--- config.mk ---
export PLATFORM = sky130hd
export DESIGN_NAME = jerk_limited_setpoint_smoother
export DESIGN_NICKNAME = d
export VERILOG_FILES = /design/src/rtl/core/jls_pkg.sv /design/src/rtl/core/jls_ctrl.sv /design/src/rtl/core/jls_dp.sv /design/src/rtl/core/jerk_limited_setpoint_smoother.sv
export SDC_FILE = /design/constraint.sdc
export NUM_CORES = 2
export LEC_CHECK = 0
export BUFFER_PORTS_ARGS = -buffer_cell sky130_fd_sc_hd__buf_4
export CORE_MARGIN = 2
export CORE_UTILIZATION = 50
export DETAILED_ROUTE_END_ITERATION = 10
export PLACE_DENSITY = 0.69
export SLEW_MARGIN = 20
export SYNTH_ARGS = -nofsm -noshare
export SYNTH_HDL_FRONTEND = slang
export SYNTH_SLANG_ARGS = --single-unit
--- constraint.sdc ---
create_clock -name i_clk -period 8.7 [get_ports i_clk]
set_input_delay 1.305 -clock i_clk [delete_from_list [all_inputs] [get_ports i_clk]]
set_output_delay 1.305 -clock i_clk [all_outputs]
set_load 0.1 [all_outputs]
--- src/rtl/core/jls_pkg.sv ---
// ----------------------------------------------------------------------------
// jls_pkg
// Shared types, constants and saturation helpers for the jerk-limited
// setpoint smoother.
// ----------------------------------------------------------------------------
package jls_pkg;

    // Word widths: signed fixed-point data, unsigned limit registers
    localparam int DW   = 32;
    localparam int CW   = DW - 1;
    localparam int PW   = 2 * DW;
    localparam int IDXW = 3;

    // Register reset values
    localparam logic [CW-1:0] RST_MAX_VEL  = CW'(65536);
    localparam logic [CW-1:0] RST_MAX_ACC  = CW'(65536);
    localparam logic [CW-1:0] RST_MAX_JERK = CW'(65536);
    localparam logic [CW-1:0] RST_SEG_TIME = CW'(6554);
    localparam logic [CW-1:0] RST_INV_SEG  = CW'(655360);

    // Register indexes
    localparam logic [IDXW-1:0] CFG_MAX_VEL  = 3'd0;
    localparam logic [IDXW-1:0] CFG_MAX_ACC  = 3'd1;
    localparam logic [IDXW-1:0] CFG_MAX_JERK = 3'd2;
    localparam logic [IDXW-1:0] CFG_SEG_TIME = 3'd3;
    localparam logic [IDXW-1:0] CFG_INV_SEG  = 3'd4;

    typedef struct packed {
        logic signed [DW-1:0] target;
        logic                 start_req;
        logic signed [DW-1:0] initial_position;
        logic signed [DW-1:0] initial_velocity;
        logic                 last_in;
    } t_in_item;

    typedef struct packed {
        logic signed [DW-1:0] position_out;
        logic signed [DW-1:0] velocity_out;
        logic signed [DW-1:0] acceleration_out;
        logic                 last_out;
    } t_out_item;

    // Product steps of one update, in order
    typedef enum logic [2:0] {
        STEP_DV   = 3'd0,
        STEP_DA   = 3'd1,
        STEP_JERK = 3'd2,
        STEP_ACC  = 3'd3,
        STEP_VEL  = 3'd4,
        STEP_POS  = 3'd5
    } t_step;

    typedef enum logic [5:0] {
        ST_IDLE = 6'b000001,
        ST_PREP = 6'b000010,
        ST_MUL  = 6'b000100,
        ST_RND  = 6'b001000,
        ST_ACCU = 6'b010000,
        ST_EMIT = 6'b100000
    } t_state;

    // Controller to datapath
    typedef struct packed {
        logic  load_in;
        logic  prep;
        logic  mul;
        logic  rnd;
        logic  accu;
        logic  emit;
        t_step step;
    } t_dp_cmd;

    // Datapath to controller
    typedef struct packed {
        logic run;
    } t_dp_stat;

    // Saturate a DW+1 bit signed value to DW bits
    function automatic logic signed [DW-1:0] f_sat(input logic signed [DW:0] v);
        logic signed [DW-1:0] r;
        if (v[DW] != v[DW-1]) begin
            r = v[DW] ? {1'b1, {(DW-1){1'b0}}} : {1'b0, {(DW-1){1'b1}}};
        end else begin
            r = v[DW-1:0];
        end
        return r;
    endfunction

    // Clamp to +-lim
    function automatic logic signed [DW-1:0] f_clamp(input logic signed [DW-1:0] v,
                                                     input logic [CW-1:0] lim);
        logic signed [DW:0]   vx;
        logic signed [DW:0]   lx;
        logic signed [DW:0]   nx;
        logic signed [DW-1:0] r;
        vx = {v[DW-1], v};
        lx = $signed({2'b00, lim});
        nx = -lx;
        if (vx > lx) begin
            r = lx[DW-1:0];
        end else if (vx < nx) begin
            r = nx[DW-1:0];
        end else begin
            r = v;
        end
        return r;
    endfunction

endpackage

--- src/rtl/core/jls_ctrl.sv ---
// ----------------------------------------------------------------------------
// jls_ctrl
// Sequencer: accepts a beat, walks the six product steps (when run is set)
// in the shared multiplier (prepare, multiply, round, accumulate); emits.
// ----------------------------------------------------------------------------
module jls_ctrl
    import jls_pkg::*;
(
    input  logic     i_clk,
    input  logic     i_rst_n,
    input  logic     i_in_valid,
    output logic     o_in_stall,
    output logic     o_out_valid,
    input  logic     i_out_stall,
    input  t_dp_stat i_stat,
    output t_dp_cmd  o_cmd
);

    t_state r_state, n_state;
    t_step  r_step, n_step;
    logic   r_out_valid, n_out_valid;
    logic   in_acc;
    logic   emit;

    assign o_in_stall  = (r_state != ST_IDLE);
    assign o_out_valid = r_out_valid;
    assign in_acc      = i_in_valid && (r_state == ST_IDLE);
    assign emit        = (r_state == ST_EMIT) && (!r_out_valid || !i_out_stall);

    // Next state and step
    always_comb begin
        n_state = r_state;
        n_step  = r_step;
        unique case (r_state)
            ST_IDLE: begin
                if (in_acc) begin
                    n_state = i_stat.run ? ST_PREP : ST_EMIT;
                    n_step  = STEP_DV;
                end
            end
            ST_PREP: n_state = ST_MUL;
            ST_MUL:  n_state = ST_RND;
            ST_RND:  n_state = ST_ACCU;
            ST_ACCU: begin
                if (r_step == STEP_POS) begin
                    n_state = ST_EMIT;
                end else begin
                    n_state = ST_PREP;
                    n_step  = t_step'(r_step + 3'd1);
                end
            end
            ST_EMIT: begin
                if (emit) begin
                    n_state = ST_IDLE;
                end
            end
            default: n_state = ST_IDLE;
        endcase
    end

    // Output beat pending until taken
    assign n_out_valid = emit || (r_out_valid && i_out_stall);

    always_ff @(posedge i_clk) begin
        if (!i_rst_n) begin
            r_state     <= ST_IDLE;
            r_step      <= STEP_DV;
            r_out_valid <= 1'b0;
        end else begin
            r_state     <= n_state;
            r_step      <= n_step;
            r_out_valid <= n_out_valid;
        end
    end

    // Commands
    always_comb begin
        o_cmd.load_in = in_acc;
        o_cmd.prep    = (r_state == ST_PREP);
        o_cmd.mul     = (r_state == ST_MUL);
        o_cmd.rnd     = (r_state == ST_RND);
        o_cmd.accu    = (r_state == ST_ACCU);
        o_cmd.emit    = emit;
        o_cmd.step    = r_step;
    end

`ifndef SYNTHESIS
    a_accept_next: assert property (@(posedge i_clk) disable iff (!i_rst_n)
        in_acc |=> (r_state == ST_PREP || r_state == ST_EMIT))
        else $error("accepted beat did not start an update or emit");
    a_step_advance: assert property (@(posedge i_clk) disable iff (!i_rst_n)
        (r_state == ST_ACCU && r_step != STEP_POS) |=>
        (r_state == ST_PREP && r_step == t_step'($past(r_step) + 3'd1)))
        else $error("product step did not advance by one");
    a_valid_rise: assert property (@(posedge i_clk) disable iff (!i_rst_n)
        $rose(r_out_valid) |-> $past(r_state == ST_EMIT))
        else $error("output beat raised outside emit");
    a_no_overwrite: assert property (@(posedge i_clk) disable iff (!i_rst_n)
        (r_state == ST_EMIT && r_out_valid && i_out_stall) |=> r_state == ST_EMIT)
        else $error("left emit while a stalled beat was pending");
`endif

endmodule

--- src/rtl/core/jls_dp.sv ---
// ----------------------------------------------------------------------------
// jls_dp
// Datapath: limit registers, motion state, one shared 32x31 multiplier with
// rounding and saturation, the accumulate/clamp stage and the output register.
// ----------------------------------------------------------------------------
module jls_dp
    import jls_pkg::*;
#(
    parameter int FRAC_BITS = 16
) (
    input  logic            i_clk,
    input  logic            i_rst_n,
    input  logic            i_cfg_we,
    input  logic [IDXW-1:0] i_cfg_idx,
    input  logic [CW-1:0]   i_cfg_data,
    input  t_in_item        i_in_data,
    input  t_dp_cmd         i_cmd,
    output t_dp_stat        o_stat,
    output t_out_item       o_out_data
);

    // Update runs only when the segment time exceeds one millisecond
    localparam longint RUN_MIN = (64'd1 << FRAC_BITS) / 1000;
    localparam logic [PW-1:0] RND_ONE = PW'(64'd1) << (FRAC_BITS - 1);
    localparam logic [PW-1:0] LIM_POS = {{(PW-DW+1){1'b0}}, {(DW-1){1'b1}}};
    localparam logic [PW-1:0] LIM_NEG = LIM_POS + PW'(1);

    logic [CW-1:0] r_max_vel, r_max_acc, r_max_jerk, r_seg_time, r_inv_seg;

    logic signed [DW-1:0] r_pos, r_vel, r_acc;
    logic signed [DW-1:0] r_tgt, r_tmp, r_fm;
    logic                 r_last;
    logic [DW-1:0]        r_mag;
    logic [CW-1:0]        r_mb;
    logic                 r_neg;
    logic [PW-1:0]        r_prod;
    t_out_item            r_out;

    logic signed [DW-1:0] px, py, pd;
    logic signed [DW-1:0] ab, asum, ares;
    logic [CW-1:0]        alim;
    logic [PW-1:0]        rnd, rq, rqs;

    assign o_stat.run = (r_seg_time > CW'(RUN_MIN));
    assign o_out_data = r_out;

    // Limit registers
    always_ff @(posedge i_clk) begin
        if (!i_rst_n) begin
            r_max_vel  <= RST_MAX_VEL;
            r_max_acc  <= RST_MAX_ACC;
            r_max_jerk <= RST_MAX_JERK;
            r_seg_time <= RST_SEG_TIME;
            r_inv_seg  <= RST_INV_SEG;
        end else if (i_cfg_we) begin
            unique case (i_cfg_idx)
                CFG_MAX_VEL:  r_max_vel  <= i_cfg_data;
                CFG_MAX_ACC:  r_max_acc  <= i_cfg_data;
                CFG_MAX_JERK: r_max_jerk <= i_cfg_data;
                CFG_SEG_TIME: r_seg_time <= i_cfg_data;
                CFG_INV_SEG:  r_inv_seg  <= i_cfg_data;
                default: ;
            endcase
        end
    end

    // Operand selection for the product of this step
    always_comb begin
        case (i_cmd.step)
            STEP_DV:   begin px = r_tgt; py = r_pos; end
            STEP_DA:   begin px = r_tmp; py = r_vel; end
            STEP_JERK: begin px = r_tmp; py = r_acc; end
            STEP_ACC:  begin px = r_tmp; py = '0;    end
            STEP_VEL:  begin px = r_acc; py = '0;    end
            STEP_POS:  begin px = r_vel; py = '0;    end
            default:   begin px = '0;    py = '0;    end
        endcase
        pd = f_sat({px[DW-1], px} - {py[DW-1], py});
    end

    // Round half away from zero, then saturate the magnitude
    always_comb begin
        rnd = r_prod + RND_ONE;
        rq  = rnd >> FRAC_BITS;
        if (r_neg) begin
            rqs = (rq > LIM_NEG) ? LIM_NEG : rq;
        end else begin
            rqs = (rq > LIM_POS) ? LIM_POS : rq;
        end
    end

    // Accumulate base and limit for this step
    always_comb begin
        case (i_cmd.step)
            STEP_DV:   begin ab = '0;    alim = r_max_vel;  end
            STEP_DA:   begin ab = '0;    alim = r_max_acc;  end
            STEP_JERK: begin ab = '0;    alim = r_max_jerk; end
            STEP_ACC:  begin ab = r_acc; alim = r_max_acc;  end
            STEP_VEL:  begin ab = r_vel; alim = r_max_vel;  end
            STEP_POS:  begin ab = r_pos; alim = '0;         end
            default:   begin ab = '0;    alim = '0;         end
        endcase
        asum = f_sat({ab[DW-1], ab} + {r_fm[DW-1], r_fm});
        ares = (i_cmd.step == STEP_POS) ? asum : f_clamp(asum, alim);
    end

    // Motion state, reset to rest
    always_ff @(posedge i_clk) begin
        if (!i_rst_n) begin
            r_pos <= '0;
            r_vel <= '0;
            r_acc <= '0;
        end else if (i_cmd.load_in && i_in_data.start_req) begin
            r_pos <= i_in_data.initial_position;
            r_vel <= i_in_data.initial_velocity;
            r_acc <= '0;
        end else if (i_cmd.accu) begin
            case (i_cmd.step)
                STEP_ACC: r_acc <= ares;
                STEP_VEL: r_vel <= ares;
                STEP_POS: r_pos <= ares;
                default: ;
            endcase
        end
    end

    // Working registers of the shared multiplier
    always_ff @(posedge i_clk) begin
        if (i_cmd.load_in) begin
            r_tgt  <= i_in_data.target;
            r_last <= i_in_data.last_in;
        end
        if (i_cmd.prep) begin
            r_mag <= pd[DW-1] ? DW'(-pd) : DW'(pd);
            r_neg <= pd[DW-1];
            r_mb  <= (i_cmd.step == STEP_DV || i_cmd.step == STEP_DA ||
                      i_cmd.step == STEP_JERK) ? r_inv_seg : r_seg_time;
        end
        if (i_cmd.mul) begin
            r_prod <= {{DW{1'b0}}, r_mag} * {{(DW+1){1'b0}}, r_mb};
        end
        if (i_cmd.rnd) begin
            r_fm <= r_neg ? -$signed(rqs[DW-1:0]) : $signed(rqs[DW-1:0]);
        end
        if (i_cmd.accu && (i_cmd.step == STEP_DV || i_cmd.step == STEP_DA ||
                           i_cmd.step == STEP_JERK)) begin
            r_tmp <= ares;
        end
        if (i_cmd.emit) begin
            r_out.position_out     <= r_pos;
            r_out.velocity_out     <= r_vel;
            r_out.acceleration_out <= r_acc;
            r_out.last_out         <= r_last;
        end
    end

endmodule

--- src/rtl/core/jerk_limited_setpoint_smoother.sv ---
// ----------------------------------------------------------------------------
// jerk_limited_setpoint_smoother
// Tracks one target waypoint per beat with a jerk-limited profile and
// returns position, velocity and acceleration in signed Q16.16.
// ----------------------------------------------------------------------------
// One result beat per input beat. When the segment time is above one
// millisecond an accepted beat runs the update; otherwise no update runs and
// the beat goes straight to the output register. The update computes six
// dependent products, each passing through the one shared 32x31 multiplier
// in four steps (prepare operand, multiply, round and saturate,
// accumulate and clamp). A finished result waits in an output register, so
// the next beat is accepted while it is still stalled. The limit registers
// may be written at any time the block is idle; writes are always taken.
module jerk_limited_setpoint_smoother
    import jls_pkg::*;
#(
    parameter int FRAC_BITS = 16
) (
    input  logic            i_clk,
    input  logic            i_rst_n,
    input  logic            i_cfg_valid,
    output logic            o_cfg_ready,
    input  logic [IDXW-1:0] i_cfg_index,
    input  logic [CW-1:0]   i_cfg_data,
    input  logic            i_in_valid,
    output logic            o_in_stall,
    input  t_in_item        i_in_data,
    output logic            o_out_valid,
    input  logic            i_out_stall,
    output t_out_item       o_out_data
);

    t_dp_cmd  cmd;
    t_dp_stat stat;

    assign o_cfg_ready = 1'b1;

    jls_ctrl u_ctrl (
        .i_clk       (i_clk),
        .i_rst_n     (i_rst_n),
        .i_in_valid  (i_in_valid),
        .o_in_stall  (o_in_stall),
        .o_out_valid (o_out_valid),
        .i_out_stall (i_out_stall),
        .i_stat      (stat),
        .o_cmd       (cmd)
    );

    jls_dp #(
        .FRAC_BITS (FRAC_BITS)
    ) u_dp (
        .i_clk      (i_clk),
        .i_rst_n    (i_rst_n),
        .i_cfg_we   (i_cfg_valid && o_cfg_ready),
        .i_cfg_idx  (i_cfg_index),
        .i_cfg_data (i_cfg_data),
        .i_in_data  (i_in_data),
        .i_cmd      (cmd),
        .o_stat     (stat),
        .o_out_data (o_out_data)
    );

endmodule

# Word level (Yosys, flattened, before mapping)
# Cells that the tools add are included.
totals:
  regBits: 582
  input_bits: 137
  word_cells: 121
op_classes:
  n_addsub: 7
  mul: 1
  magnitude_cmp: 5
  n_eq_ne: 21
  n_mux: 31
  n_bitwise: 1
  reduce_logical: 31
ops:
  columns: ["operator", "n"]
  rows:
  - ["$mux 32", 17]
  - ["$pmux 32 s3", 2]
  - ["$pmux 32 s4", 1]
  - ["$pmux 31 s3", 1]
  - ["$add 63x16->64 const B", 1]
  - ["$neg 32->32", 2]
  - ["$mul 32x31->63", 1]
  - ["$mux 31", 2]
  - ["$gt 48x31->1 const B", 1]
  - ["$gt 48x32->1 const B", 1]
  - ["$pmux 6 s6", 1]
  - ["$add 32x32->33", 1]
  - ["$lt 32x33->1", 1]
  - ["$neg 31->33", 1]
  - ["$sub 32x32->33", 1]
  - ["$gt 32x32->1", 1]
  - ["$gt 31x7->1 const B", 1]
  - ["$mux 6", 4]
  - ["$reduce_and 2->1", 9]
  - ["$eq 3x2->1 const B", 4]
  - ["$eq 3x3->1 const B", 3]
  - ["$reduce_bool 2->1", 4]
  - ["$eq 3x1->1 const B", 2]
  - ["$eq 6x1->1 const B", 1]
  - ["other kinds (20)", 34]

# Longest topological paths before layout
depth:
  ltp_word: 12
  ltp_mapped: 42
  depth_no_buf: 35

# Modules after synthesis
# A second synthesis with hierarchy kept.
hier_totals:
  cells_unflattened: 6869
  hier_area_um2: 62610.0
modules_own_cells:
  columns: ["mod", "n_inst", "cells_each", "area_per_inst_um2", "seq_area_each_um2"]
  rows:
  - ["jls_dp", 1, 6798, 62007.0, 14213.6]
  - ["jls_ctrl", 1, 69, 591.8, 200.2]
  - ["jerk_limited_setpoint_smoother", 1, 2, 11.3, 0.0]

# Worst setup path before layout
# OpenSTA, ideal clock, no wires.
synth_timing:
  path_kind: "reg2reg"
  startpoint: "register u_ctrl.r_step[0]"
  endpoint: "register u_dp.r_mag[30], data pin"
  setup_time_ps: 264
  t_arrival_ps: 8604
  required_ps: 8436
  setup_slack_ps: -167
  stages_incl_launch_ff: 40
  n_path_buf: 12
  period_less_slack_ps: 8867
  cell_sequence: "dfxtp_1 > clkbuf_1 > inv_1 > ha_1 > clkbuf_1 > and2b_1 > clkbuf_1 > clkbuf_1 > clkbuf_1 > or3_1 > clkbuf_1 > clkbuf_1 > a222oi_1 > inv_1 > ha_1 > a2111oi_0 > inv_1 > o21ai_1 > [4 not listed] > a21oi_1 > o21bai_1 > xor2_1 > ha_1 > clkbuf_1 > clkbuf_1 > clkbuf_1 > buf_1 > clkbuf_1 > nor2_1 > nor2_1 > ha_1 > and4_1 > and3_1 > nor4b_1 > and2_1 > a31oi_1 > xor2_1"
synth_between:
  elab_chain_cells: 8
  word_cells_on_any_way: 15
  cone_classes: "add/sub: 2; eq/ne: 6; mux: 5; reduce/logical: 2"
synth_rtl:
  columns: ["item", "line_no", "rtl"]
  rows:
  - ["start, declared", "jls_ctrl.sv:20", "t_step r_step, n_step;"]
  - ["start signal, assigned", "jls_ctrl.sv:71", "r_step <= n_step;"]
  - ["$eq 3x2->1 or $eq 3x1->1 (tied branches)", "jls_dp.sv:69", "case (i_cmd.step)"]
  - ["$reduce_or 3->1 (no source line)", null, null]
  - ["$pmux 32 s4", "jls_dp.sv:69", null]
  - ["$sub 32x32->33 (*)", "jls_dp.sv:78", "pd = f_sat({px[DW-1], px} - {py[DW-1], py});"]
  - ["$mux 32 or $ne 1x1->1 (tied branches)", "jls_pkg.sv:82, jls_pkg.sv:81", null]
  - ["$mux 32 (*)", "jls_pkg.sv:81", "if (v[DW] != v[DW-1]) begin"]
  - ["$neg 32->32", "jls_dp.sv:134", "r_mag <= pd[DW-1] ? DW'(-pd) : DW'(pd);"]
  - ["$mux 31 (*)", "jls_dp.sv:134", null]
  - ["end signal, assigned", "jls_dp.sv:134", null]
  - ["end, declared", "jls_dp.sv:33", "logic [DW-1:0] r_mag;"]
# Mark *: on every way between the ends. The rest lies on a longest branch, timed or not.
# A chain may end at the register's enable or synchronous reset.

# Final worst setup path
layout_timing:
  startpoint: "register u_ctrl.r_step[0]"
  endpoint: "register u_dp.r_mag[27], data pin"
# The elaborated chain is that of the path after synthesis.

==> results.md <==
- Clock Skew: between 30 and 40 ps
- Req. time, crit path: between 9000 and 10,000 ps
- Row count: 130
- Vias in the first global route: around 53k
- Setup_tns: 0 ps
- H-tree Lvls: 3
- Measured slew at the worst slew-check pin: between 1000 and 1500 ps
- WS Path Type: register to register
- Sequential element share of the synthesized area: between 20% and 30%
- Synth cell types: 100
- Multi-input logic area: ~43,000 sq um
- Crit path capture type: register
- Layout cells sized above 1: 11.0%
- Root Driver: clkbuf_16
- Core ar.: approximately 130,000 sq um
- P&R area growth vs syn: 11.9%
- Mapped Area: around 63,000 sq um
- Async S/R FF share, synth: 0%
- Hold path depth: 0
- Failing checks: DRC
- First DRT Iteration DRCs: 6,041
- Reg2Reg Depth: 28
- I/O Buffers: about 240
- Final #Nets: roughly 8.6k
- Worst hold start: u_dp.r_last
- Die area: about 130,000 sq um
- CTS tree: done
- Via density: ~6
- Total routed wirelength: between 200 and 250 mm
- Final Max Tran Viols: 0
- FF-to-FF setup slack: roughly 240 ps
- Setup crit start kind: register
- CP Max Fanout: 31
- DRC: 10
- Fill count: ~11k
- Routed Antenna Nets: 0
- CTS Buf Count: 66
- Max Fclk: between 100 and 150 MHz
- Die extent in x: 359 um
- Clk buf depth: 3
- CTS Sinks: between 500 and 600
- Status: finished with violations
- Post-synth top area share: between 20% and 30%
- Hpwl dp: 160 mm
- Initial Util: around half
- Post-synth EDFFs: 306
- Syn_area_per_cell: about 9.0 sq um
- Top cells by area, synth: fa_1, edfxtp_1, dfxtp_1, ha_1, nand2_1
- I/O Pins: approximately 240
- Syn nets: between 8k and 9k
- Wire per inst: 22.6 um
- HP Class: register to register
- Worst EP arrival: between 8000 and 9000 ps
- Global route total overflow: 0
- FF-to-FF End: u_dp.r_mag[27]
- Register area: roughly 14,000 sq um
- Worst-skew pair later-pin latency: 620 ps
- Slew HR: about a quarter
- First-pass detailed-route iteration total: 11
- Via count: around 52k
- Top post-synthesis cells by count: nand2_1, inv_1, fa_1, a21oi_1, and2_1
- Hold endpoint: u_dp.o_out_data[0]
- Cell with the most instances after synthesis: nand2_1
- Initial antenna violation count: 4
- Final setup violation count: 0
- Top FF cell, synth: edfxtp_1
- Yosys warns: 0
- Worst reg2reg startpoint: u_ctrl.r_step[0]
- Largest net degree at the start of global routing: slightly below 90
- #FFs+latches synth: around 570
- Total GRT Usage: between 30% and 40%
- Post-synthesis cell count: roughly 7k
- Hold Vio Cnt, Final: 0
- Crit-path most repeated cell: ha_1
- Max incr delay on CP: slightly below 900 ps
- CP max-delay cell: a222oi_1
- GP Congestion: around 1.0
- Unrepaired setup endpoints after global routing: false
- Period utilization: a little under 100%
- Largest area contributor in the netlist: fa_1
- First-pass GRT wire length: between 300 and 400 mm
- Chip height: roughly 360 um
- Fin crit period: ~8500 ps
- CTS clk-pin slew, worst paths: about 60 ps
- # Max-Cap Violations: 0
-- cells by family (layout without fill, tap and decap cells) --
kind of cell    Yosys count  after routing  synth area share [%]
other cells               1              5               0.00596
compound gates         1203           1203                  12.6
simple gates           2292           2293                  17.3
buf+inv                1400           1675                  8.38
fa+ha+maj              1260           1260                  35.4
flops                   567            567                  22.9
xor+xnor                179            179                  2.49
mux                      55             55                 0.948
-- critical path: cells and delay by family (launching register included) --
family          cells  cell delay [ps]
compound gates     15             4250
fa+ha+maj           4             1420
simple gates        5             1300
xor+xnor            2              450
buf+inv             2              390
flops               1              360
-- per-stage QoR --
| stage | area, sq um | util (%) | setup WS (ps) | hold WS (ps) | cells |
|---|---|---|---|---|---|
| 6_report | 70400 | 56.2 | 236 | 420 | 8887 |
| 5_1_grt | 70400 | 56.2 | 5.89 | 434 | 8883 |
| 4_1_cts | 70200 | 56.1 | 145 | 424 | 8872 |
| 3_5_place_dp | 68000 | 54.3 | 165 | 412 | 8755 |
| 3_3_place_gp | 68000 | 54.3 | 302 | 403 | 8754 |
| 2_1_floorplan | 63000 | - | 33.4 | 400 | 6957 |
-- final cells by class --
| type | count | share of cell area (%) |
|---|---|---|
| Antenna cell | 4 | 0.0142 |
| Sequential cell | 567 | 20.5 |
| Tap cell | 1650 | 2.93 |
| Clock buffer | 85 | 2.55 |
| Timing Repair Buffer | 580 | 6.60 |
| Inverter | 978 | 5.22 |
| Clock inverter | 32 | 0.567 |
| Multi-Input combinational cell | 4991 | 61.7 |
-- placed cells by master, fill, tap and decap left out, drive strengths merged, types with 74 or more instances in the layout --
master,Yosys,routed
fa,867,867
nand3,119,119
a222oi,82,82
and2,426,426
xnor2,105,105
inv,977,983
edfxtp,306,306
o21ai,188,188
nor2,207,207
xor2,74,74
dfxtp,261,261
a22o,74,74
a21oi,433,433
nand2,1170,1170
clkbuf,389,85
a21o,84,84
ha,393,393
buf,33,580
-- registers in the layout, summed over array words and instances (netlist names), 32 cells and up --
signal	count
u_dp.o_out_data	97
u_dp.r_prod	48
u_dp.r_acc	32
u_dp.r_fm	32
u_dp.r_mag	32
u_dp.r_pos	32
u_dp.r_tgt	32
u_dp.r_tmp	32
u_dp.r_vel	32
-- how the worst max path moves through the flow --
stage | start | end | slack [ps] | cells past startpoint
2_1_floorplan | u_ctrl.r_step[0] | u_dp.r_mag[30] | 30 | 39
3_3_place_gp | u_dp.r_mb[7] | u_dp.r_prod[56] | 300 | 26
3_5_place_dp | u_dp.r_mb[8] | u_dp.r_prod[56] | 170 | 27
4_1_cts | u_dp.r_mb[8] | u_dp.r_prod[56] | 140 | 27
5_1_grt | u_ctrl.r_step[1] | u_dp.r_vel[10] | 6 | 37
6_report | u_ctrl.r_step[0] | u_dp.r_mag[27] | 240 | 28
-- layer usage --
| metal | vias up | global-route usage, % | wire (um) | share of wire, % |
|---|---|---|---|---|
| met3 | 394 | 7.02 | 20800 | 10 |
| met5 | - | 0.259 | 61 | 0.030 |
| li1 | 23300 | - | - | - |
| met4 | 6 | 9.33 | 6850 | 3.4 |
| met1 | 26000 | 43.0 | 81900 | 41 |
| met2 | 2589 | 48.6 | 90800 | 45 |
-- what timing repair did --
action | 4_1_cts | 5_1_grt
hold buffers | 0 | 0
buffers inserted | 0 | 7
gates resized for setup | 0 | 20
endpoints found under the setup margin | 0 | 56
Power is not shown: default switching activity piles up to over one toggle a cycle in this logic, so the estimate is an artifact.
